==> src/rtl/core/fais_pkg.sv <==
// ----------------------------------------------------------------------------
// fais_pkg: shared types for the fixed array core
// Operation and status codes, element type, the cell control group and FSM states.
// ----------------------------------------------------------------------------
package fais_pkg;

    localparam int unsigned POS_W  = 4;
    localparam int unsigned ELEM_W = 32;

    typedef logic signed [ELEM_W-1:0] elem_t;

    typedef enum logic [2:0] {
        OP_INSERT   = 3'd0,
        OP_DELETE   = 3'd1,
        OP_SEARCH   = 3'd2,
        OP_REVERSE  = 3'd3,
        OP_READ_ALL = 3'd4
    } op_t;

    typedef enum logic [1:0] {
        STAT_OK        = 2'd0,
        STAT_NOT_FOUND = 2'd1,
        STAT_BAD_POS   = 2'd2
    } status_t;

    typedef enum logic [2:0] {
        CELL_HOLD,
        CELL_INSERT,
        CELL_DELETE,
        CELL_MIRROR,
        CELL_ROTATE
    } cell_op_t;

    typedef enum logic {
        FSM_IDLE,
        FSM_READ
    } fsm_t;

    typedef struct packed {
        cell_op_t           op;
        logic [POS_W-1:0]   position;
        elem_t              value;
    } cell_ctrl_t;

endpackage

==> src/rtl/core/fais_cell.sv <==
// ----------------------------------------------------------------------------
// fais_cell: one slot of the element row
// Holds one element, compares it with the broadcast value and takes its
// next value from itself, a neighbor, its mirror slot or the broadcast.
// ----------------------------------------------------------------------------
module fais_cell
    import fais_pkg::*;
#(
    parameter int unsigned IDX = 0
) (
    input  logic       aclk,
    input  logic       aresetn,
    input  cell_ctrl_t ctrl,
    input  elem_t      left_in,
    input  elem_t      right_in,
    input  elem_t      mirror_in,
    input  logic       seen_in,
    output elem_t      elem_out,
    output logic       seen_out,
    output logic       first_out
);

    localparam int unsigned SW = $clog2(IDX + 2);
    localparam int unsigned CW = (SW > POS_W) ? SW : POS_W;
    localparam logic [CW-1:0] SLOT = CW'(IDX + 1);

    elem_t          elem_reg;
    elem_t          elem_next;
    logic           match;
    logic [CW-1:0]  pos_ext;

    assign match     = (elem_reg == ctrl.value);
    assign seen_out  = seen_in | match;
    assign first_out = match & ~seen_in;
    assign elem_out  = elem_reg;
    assign pos_ext   = CW'(ctrl.position);

    always_comb begin
        elem_next = elem_reg;
        unique case (ctrl.op)
            CELL_HOLD: begin
                elem_next = elem_reg;
            end
            CELL_INSERT: begin
                // slots above the target take the lower neighbor
                if (SLOT == pos_ext) begin
                    elem_next = ctrl.value;
                end else if (SLOT > pos_ext) begin
                    elem_next = left_in;
                end
            end
            CELL_DELETE: begin
                // match at or below this slot: pull from above
                if (seen_out) begin
                    elem_next = right_in;
                end
            end
            CELL_MIRROR: begin
                elem_next = mirror_in;
            end
            CELL_ROTATE: begin
                elem_next = right_in;
            end
            default: begin
                elem_next = elem_reg;
            end
        endcase
    end

    always_ff @(posedge aclk) begin
        if (!aresetn) begin
            elem_reg <= '0;
        end else begin
            elem_reg <= elem_next;
        end
    end

endmodule

==> src/rtl/core/fixed_array_insert_delete_search_core.sv <==
// ----------------------------------------------------------------------------
// fixed_array_insert_delete_search_core: row of DEPTH signed elements
// Insert, delete, search and reverse work in parallel across a chain of cells;
// read-out rotates the chain one slot per beat.
// Result beats are registered.
// Throughput: insert/delete/search/reverse one item per cycle while the
// output drains; read-out gives one beat per chain rotation and takes no new item.
// Reset: all elements zero at once, output empty, no clearing pass.
// ----------------------------------------------------------------------------
module fixed_array_insert_delete_search_core
    import fais_pkg::*;
#(
    parameter int unsigned DEPTH = 8
) (
    input  logic        aclk,
    input  logic        aresetn,
    input  logic        s_tvalid,
    output logic        s_tready,
    input  logic [39:0] s_tdata,   // operation[2:0], position[6:3], value[38:7]
    output logic        m_tvalid,
    input  logic        m_tready,
    output logic [39:0] m_tdata,   // status[1:0], found_position[5:2], element[37:6]
    output logic        m_tlast
);

    localparam int unsigned CNT_W = $clog2(DEPTH);
    localparam int unsigned PW    = $clog2(DEPTH + 1);
    localparam int unsigned PCW   = (PW > POS_W) ? PW : POS_W;

    op_t                in_op;
    logic [POS_W-1:0]   in_pos;
    elem_t              in_value;

    cell_ctrl_t         ctrl;
    elem_t              elem_w  [DEPTH];
    logic [DEPTH:0]     seen_w;
    logic [DEPTH-1:0]   first_w;
    elem_t              top_right;

    fsm_t               fsm_reg,    fsm_next;
    logic [CNT_W-1:0]   cnt_reg,    cnt_next;
    logic               m_valid_reg, m_valid_next;
    status_t            status_reg, status_next;
    logic [POS_W-1:0]   fpos_reg,   fpos_next;
    elem_t              element_reg, element_next;
    logic               last_reg,   last_next;

    logic               out_free;
    logic               accept;
    logic               found;
    logic [POS_W-1:0]   found_pos;
    logic [PCW-1:0]     pos_ext;
    logic               pos_ok;

    assign in_op    = op_t'(s_tdata[2:0]);
    assign in_pos   = s_tdata[6:3];
    assign in_value = s_tdata[38:7];

    // ---------------- cell chain ----------------
    assign seen_w[0]  = 1'b0;
    assign top_right  = (ctrl.op == CELL_ROTATE) ? elem_w[0] : '0;

    for (genvar i = 0; i < DEPTH; i++) begin : g_cell
        elem_t left_i;
        elem_t right_i;

        if (i == 0) begin : g_lo
            assign left_i = '0;
        end else begin : g_lo
            assign left_i = elem_w[i-1];
        end

        if (i == DEPTH - 1) begin : g_hi
            assign right_i = top_right;
        end else begin : g_hi
            assign right_i = elem_w[i+1];
        end

        fais_cell #(
            .IDX(i)
        ) u_cell (
            .aclk      (aclk),
            .aresetn   (aresetn),
            .ctrl      (ctrl),
            .left_in   (left_i),
            .right_in  (right_i),
            .mirror_in (elem_w[DEPTH-1-i]),
            .seen_in   (seen_w[i]),
            .elem_out  (elem_w[i]),
            .seen_out  (seen_w[i+1]),
            .first_out (first_w[i])
        );
    end

    assign found = seen_w[DEPTH];

    // first_w is at most one-hot, so an OR of slot numbers encodes it
    always_comb begin
        found_pos = '0;
        for (int i = 0; i < DEPTH; i++) begin
            if (first_w[i]) begin
                found_pos = found_pos | POS_W'(i + 1);
            end
        end
    end

    assign pos_ext = PCW'(in_pos);
    assign pos_ok  = (pos_ext != '0) && (pos_ext <= PCW'(DEPTH));

    // ---------------- control ----------------
    assign out_free = !m_valid_reg || m_tready;
    assign s_tready = (fsm_reg == FSM_IDLE) && out_free;
    assign accept   = s_tvalid && s_tready;

    always_comb begin
        fsm_next      = fsm_reg;
        cnt_next      = cnt_reg;
        m_valid_next  = m_valid_reg && !m_tready;
        status_next   = status_reg;
        fpos_next     = fpos_reg;
        element_next  = element_reg;
        last_next     = last_reg;
        ctrl.op       = CELL_HOLD;
        ctrl.position = in_pos;
        ctrl.value    = in_value;

        unique case (fsm_reg)
            FSM_IDLE: begin
                if (accept) begin
                    status_next  = STAT_OK;
                    fpos_next    = '0;
                    element_next = '0;
                    last_next    = 1'b1;
                    unique case (in_op)
                        OP_INSERT: begin
                            m_valid_next = 1'b1;
                            if (pos_ok) begin
                                ctrl.op = CELL_INSERT;
                            end else begin
                                status_next = STAT_BAD_POS;
                            end
                        end
                        OP_DELETE: begin
                            m_valid_next = 1'b1;
                            if (found) begin
                                ctrl.op   = CELL_DELETE;
                                fpos_next = found_pos;
                            end else begin
                                status_next = STAT_NOT_FOUND;
                            end
                        end
                        OP_SEARCH: begin
                            m_valid_next = 1'b1;
                            if (found) begin
                                fpos_next = found_pos;
                            end else begin
                                status_next = STAT_NOT_FOUND;
                            end
                        end
                        OP_REVERSE: begin
                            m_valid_next = 1'b1;
                            ctrl.op      = CELL_MIRROR;
                        end
                        OP_READ_ALL: begin
                            fsm_next = FSM_READ;
                            cnt_next = '0;
                        end
                        default: begin
                            // unused codes: dropped, no beat
                        end
                    endcase
                end
            end
            FSM_READ: begin
                // slot 1 sits at the chain head; rotating DEPTH times restores order
                if (out_free) begin
                    ctrl.op      = CELL_ROTATE;
                    m_valid_next = 1'b1;
                    status_next  = STAT_OK;
                    fpos_next    = '0;
                    element_next = elem_w[0];
                    last_next    = (cnt_reg == CNT_W'(DEPTH - 1));
                    if (cnt_reg == CNT_W'(DEPTH - 1)) begin
                        cnt_next = '0;
                        fsm_next = FSM_IDLE;
                    end else begin
                        cnt_next = cnt_reg + 1'b1;
                    end
                end
            end
            default: begin
                fsm_next = FSM_IDLE;
            end
        endcase
    end

    always_ff @(posedge aclk) begin
        if (!aresetn) begin
            fsm_reg     <= FSM_IDLE;
            cnt_reg     <= '0;
            m_valid_reg <= 1'b0;
        end else begin
            fsm_reg     <= fsm_next;
            cnt_reg     <= cnt_next;
            m_valid_reg <= m_valid_next;
        end
    end

    always_ff @(posedge aclk) begin
        status_reg  <= status_next;
        fpos_reg    <= fpos_next;
        element_reg <= element_next;
        last_reg    <= last_next;
    end

    assign m_tvalid = m_valid_reg;
    assign m_tdata  = {2'b00, element_reg, fpos_reg, status_reg};
    assign m_tlast  = last_reg;

    // ---------------- assertions ----------------
    a_first_onehot: assert property (@(posedge aclk) disable iff (!aresetn)
        $onehot0(first_w))
        else $error("more than one first-match cell");

    a_found_consistent: assert property (@(posedge aclk) disable iff (!aresetn)
        (|first_w) == found)
        else $error("match chain and first-match flags disagree");

    a_read_entry: assert property (@(posedge aclk) disable iff (!aresetn)
        (accept && in_op == OP_READ_ALL) |=> (fsm_reg == FSM_READ && cnt_reg == '0))
        else $error("read-out did not start");

    a_idle_cnt: assert property (@(posedge aclk) disable iff (!aresetn)
        (fsm_reg == FSM_IDLE) |-> (cnt_reg == '0))
        else $error("beat counter not cleared in idle");

endmodule
==> config.mk <==
export PLATFORM = sky130hd
export DESIGN_NAME = fixed_array_insert_delete_search_core
export DESIGN_NICKNAME = d
export VERILOG_FILES = /design/src/rtl/core/fais_pkg.sv /design/src/rtl/core/fais_cell.sv /design/src/rtl/core/fixed_array_insert_delete_search_core.sv
export SDC_FILE = /design/constraint.sdc
export NUM_CORES = 1
export LEC_CHECK = 0
export BUFFER_PORTS_ARGS = -buffer_cell sky130_fd_sc_hd__buf_2
export CAP_MARGIN = 25
export CORE_MARGIN = 3
export CORE_UTILIZATION = 45
export DETAILED_ROUTE_END_ITERATION = 16
export PLACE_DENSITY = 0.6
export SYNTH_ARGS = -nofsm -noshare
export SYNTH_HDL_FRONTEND = slang
export SYNTH_HIERARCHICAL = 1
export SYNTH_SLANG_ARGS = --single-unit
==> constraint.sdc <==
create_clock -name aclk -period 5.3 [get_ports aclk]
set_input_delay 0 -clock aclk [delete_from_list [all_inputs] [get_ports aclk]]
set_output_delay 0 -clock aclk [all_outputs]
set_load 0.005 [all_outputs]
==> flow_metrics.py <==
metrics = {
    "placement": {
        "portBuffers": 83,
        "dp_hpwl_um": 84300,
        "routabilityCongestion": 1.03,
        "dp_cells": 4260,
    },
    "clock_network": {
        "cts_tree": "yes",
        "clkLatencyLatePin_ns": 0.59,
        "numCtsBuffers": 41,
        "clkSlewWorstSetupHoldPaths_ns": 0.07,
        "htreeDepth": 2,
        "cts.sinks": 300,
        "clock_path_buffers": 3,
        "cts-root-buf": "clkbuf_16",
    },
    "floorplan": {
        "die_x_um": 258,
        "dieHeight_um": 258,
        "io_pins": 87,
        "fp-row-count": 91,
        "start_util_pct": 45.8,
        "die_area_um2": 66400,
        "coreArea_um2": 62200,
    },
    "synth": {
        "synth_edf_count": 39,
        "syn_inst": 3502,
        "syn_area_um2": 28500,
        "ys_async_sr_fraction_pct": 0,
        "ys_seq_elements": 300,
        "ys_seq_area_share_pct": 22.5,
        "ys_warn_count": 6,
        "avgSynthCellArea_um2": 8.13,
        "ys_types": 79,
        "synth_flop_cell": "dfxtp_1",
    },
    "timing": {
        "final-max-slew-violation-count": 0,
        "fmax_ghz": 0.196,
        "setup_tns_ns": 0,
        "slew_headroom_pct": 32.0,
        "fin_crit_ns": 5.10,
        "tightest_slew_ns": 1.02,
        "final_hold_viol_count": 0,
        "setup_violations": 0,
        "post-route-period-util_pct": 96.2,
        "finalClockSkew_ns": 0.0362,
    },
    "layout": {
        "final_common_cell": "nor2_1",
        "fin_util_pct": 51.1,
        "nFillCells": 5945,
        "nNetsFinal": 3522,
        "largest_reg_flops": 256,
        "drive_above_1_share_pct": 16.6,
        "fin_cells": 4343,
        "final_cell_mix": "nor2_1 (345), dfxtp_1 (258), a21oi_1 (256)",
        "areaGrowthSynthToFinish_pct": 11.4,
    },
    "min_path": {
        "worstHoldStart": "m_tready",
        "hp-class": "primary input to flop",
    },
    "global_route": {
        "grt_pass1_vias": 26700,
        "grt_pass1_wl_um": 177000,
        "gr-total-overflow": 0,
        "antenna_found_initial": 1,
        "grt_use_total_pct": 34.4,
        "grt_start_max_net_pins": 201,
    },
    "pwr": {
        "p_leak_nw": 10.8,
        "peakVddDrop_uv": 254,
        "p_per_area_nw_per_um2": 224,
    },
    "setup_path": {
        "startpoint": "g_cell[0].u_cell/elem_out[24]$_SDFFE_PN0P_",
        "critical_path_class": "flop to flop",
        "endpoint": "g_cell[4].u_cell/elem_out[20]$_SDFFE_PN0P_",
        "critPathSlowestCell": "o31ai_4",
        "critPathBufInv": 4,
        "cp_cell_sequence": "xnor2_2, nand4_1, nor4_1, nand2_1, nand2b_1, or2b_1, nand2b_1, nand2b_1, nand2b_1, inv_1, nand2_1, nand2b_1, nand2b_1, o21ai_0, nor2_4, buf_12, buf_4, o31ai_4, buf_12, nor3_1, a32o_1",
        "r2r-end": "g_cell[4].u_cell/elem_out[20]$_SDFFE_PN0P_",
        "worstPathRequired_ns": 5.76,
        "timing.critical_path.mode_cell": "nand2b_1",
        "max_stage_delay_ns": 0.56,
        "path_depth": 21,
        "start_kind": "flop",
        "worst-path-max-fanout": 27,
        "regToRegSetupSlack_ns": 0.20,
        "cp.arrival_ns": 5.56,
        "critPathCaptureType": "flop",
        "worst_r2r_startpoint": "g_cell[0].u_cell/elem_out[24]$_SDFFE_PN0P_",
        "critPathTopFamily": "simple AND/OR/NAND/NOR gates",
        "worstRegToRegCells": 21,
    },
    "drt": {
        "vias": 29500,
        "drc_errors": 0,
        "dr.pass1.iters": 7,
        "drt-wirelength-per-cell_um": 27.5,
        "drtAntennaViolNets": 0,
        "routed_wl_um": 120000,
        "drtIter0Drc": 3888,
        "vias_per_cell": 6.80,
    },
    "flow_run": {
        "drv_cap": 0,
    },
    "status": {
        "outcome": "completed",
    },
}
power by group:
group,internal [mW],switching (mW)
combinational,0.638,1.08
sequential,2.38,0.133
clock,1.70,1.17
total,4.72,2.39
synth_stat cells (9+ instances only):
library cell	count	area [µm²]
a221oi_2	16	240
dfxtp_1	261	5230
a31o_1	29	254
edfxtp_1	39	1170
a21oi_1	258	1290
nor3b_1	98	736
a32o_1	94	941
clkbuf_1	234	878
nand2b_1	15	93.8
nand4_1	65	407
buf_4	9	67.6
nand2_1	183	687
buf_2	71	355
nor4_1	43	269
o21ai_0	70	350
mux2i_2	30	413
nand3_1	9	45.0
nor3_2	48	480
a21o_1	67	503
xnor2_1	259	2270
o2bb2ai_1	96	841
nor3_1	146	731
o31ai_1	48	360
o211ai_2	28	350
o221ai_1	31	272
buf_6	33	372
and2_1	128	801
o31ai_2	84	1050
mux2i_1	194	1940
buf_12	9	180
nor2_1	349	1310
nand3b_1	64	480
inv_1	9	33.8
o211ai_1	135	1010
o21ai_1	65	325
a221oi_1	112	981
layer usage:
layer  global-route usage [%]  vias up  part of all wire (%)
met2                     50.5     1739                    42
met5                        0        -                     0
met1                     49.9    14400                    43
li1                         -    13200                     -
met3                     5.24      238                    10
met4                     14.7        0                   5.0
timing repair:
item	in CTS	in global routing
setup buffers	0	0
resized for setup	0	16
endpoints found under the setup margin	0	205
hold buffers	10	0
hold endpoints to repair	24	0
worst register-to-register path: cells and delay by family, from the launching register on:
family,cells,cell delay (ns)
AO/OA/AOI/OAI,3,1.14
flip-flops,1,0.55
buffers and inverters,4,0.84
XOR/XNOR,1,0.18
AND/OR/NAND/NOR,13,2.26
kinds of logic (layout without fill, tap and decap cells):
logic type | after synthesis | in the layout | synth area share [%]
adders and majority gates | 2 | 2 | 0.0878
muxes | 224 | 224 | 8.27
other | 1 | 38 | 0.0132
DFF | 300 | 300 | 22.5
buffers and inverters | 376 | 343 | 6.85
AOI/OAI and AO/OA | 1159 | 1159 | 31.8
and+or+nand+nor | 1177 | 1177 | 22.3
xor gates and xnor gates | 263 | 263 | 8.17
worst min-delay path by stage:
stage / end / slack (ns) / depth (start not counted)
2_1_floorplan: fsm_reg$_SDFF_PN0_ / 0.14 / 2
3_3_place_gp: m_tvalid$_SDFF_PN0_ / 0.30 / 3
3_5_place_dp: m_tvalid$_SDFF_PN0_ / 0.32 / 3
4_1_cts: g_cell[1].u_cell/elem_out[8]$_SDFFE_PN0P_ / 0.04 / 5
5_1_grt: status_reg[0]$_SDFFCE_PP0P_ / 0.11 / 3
6_report: fpos_reg[2]$_SDFFCE_PP0P_ / 0.08 / 3
final cells by class:
type                       count  area [µm²]  share of cell area (%)
clock buffer                  56        1180                    3.73
antenna                        1        2.50                 0.00788
multi-input combinational   2862       20500                    64.6
sequential                   300        6400                    20.2
inverter                      10        46.3                   0.146
tap                          837        1050                    3.30
timing repair buffer         261        2390                    7.54
clock inverter                16         164                   0.516
stage by stage:
stage	total power, mW	instance area (µm²)	hold WS [ns]	setup slack (ns)
after global routing	7.33	31700	0.114	-0.00324
after detailed placement	4.21	30200	0.322	0.179
after floorplan	3.59	28600	0.138	0.599
after global placement	4.17	30100	0.296	0.242
after CTS	7.09	31600	0.0396	0.123
final	7.11	31700	0.0836	0.199
(Power assumes the default switching activity.)
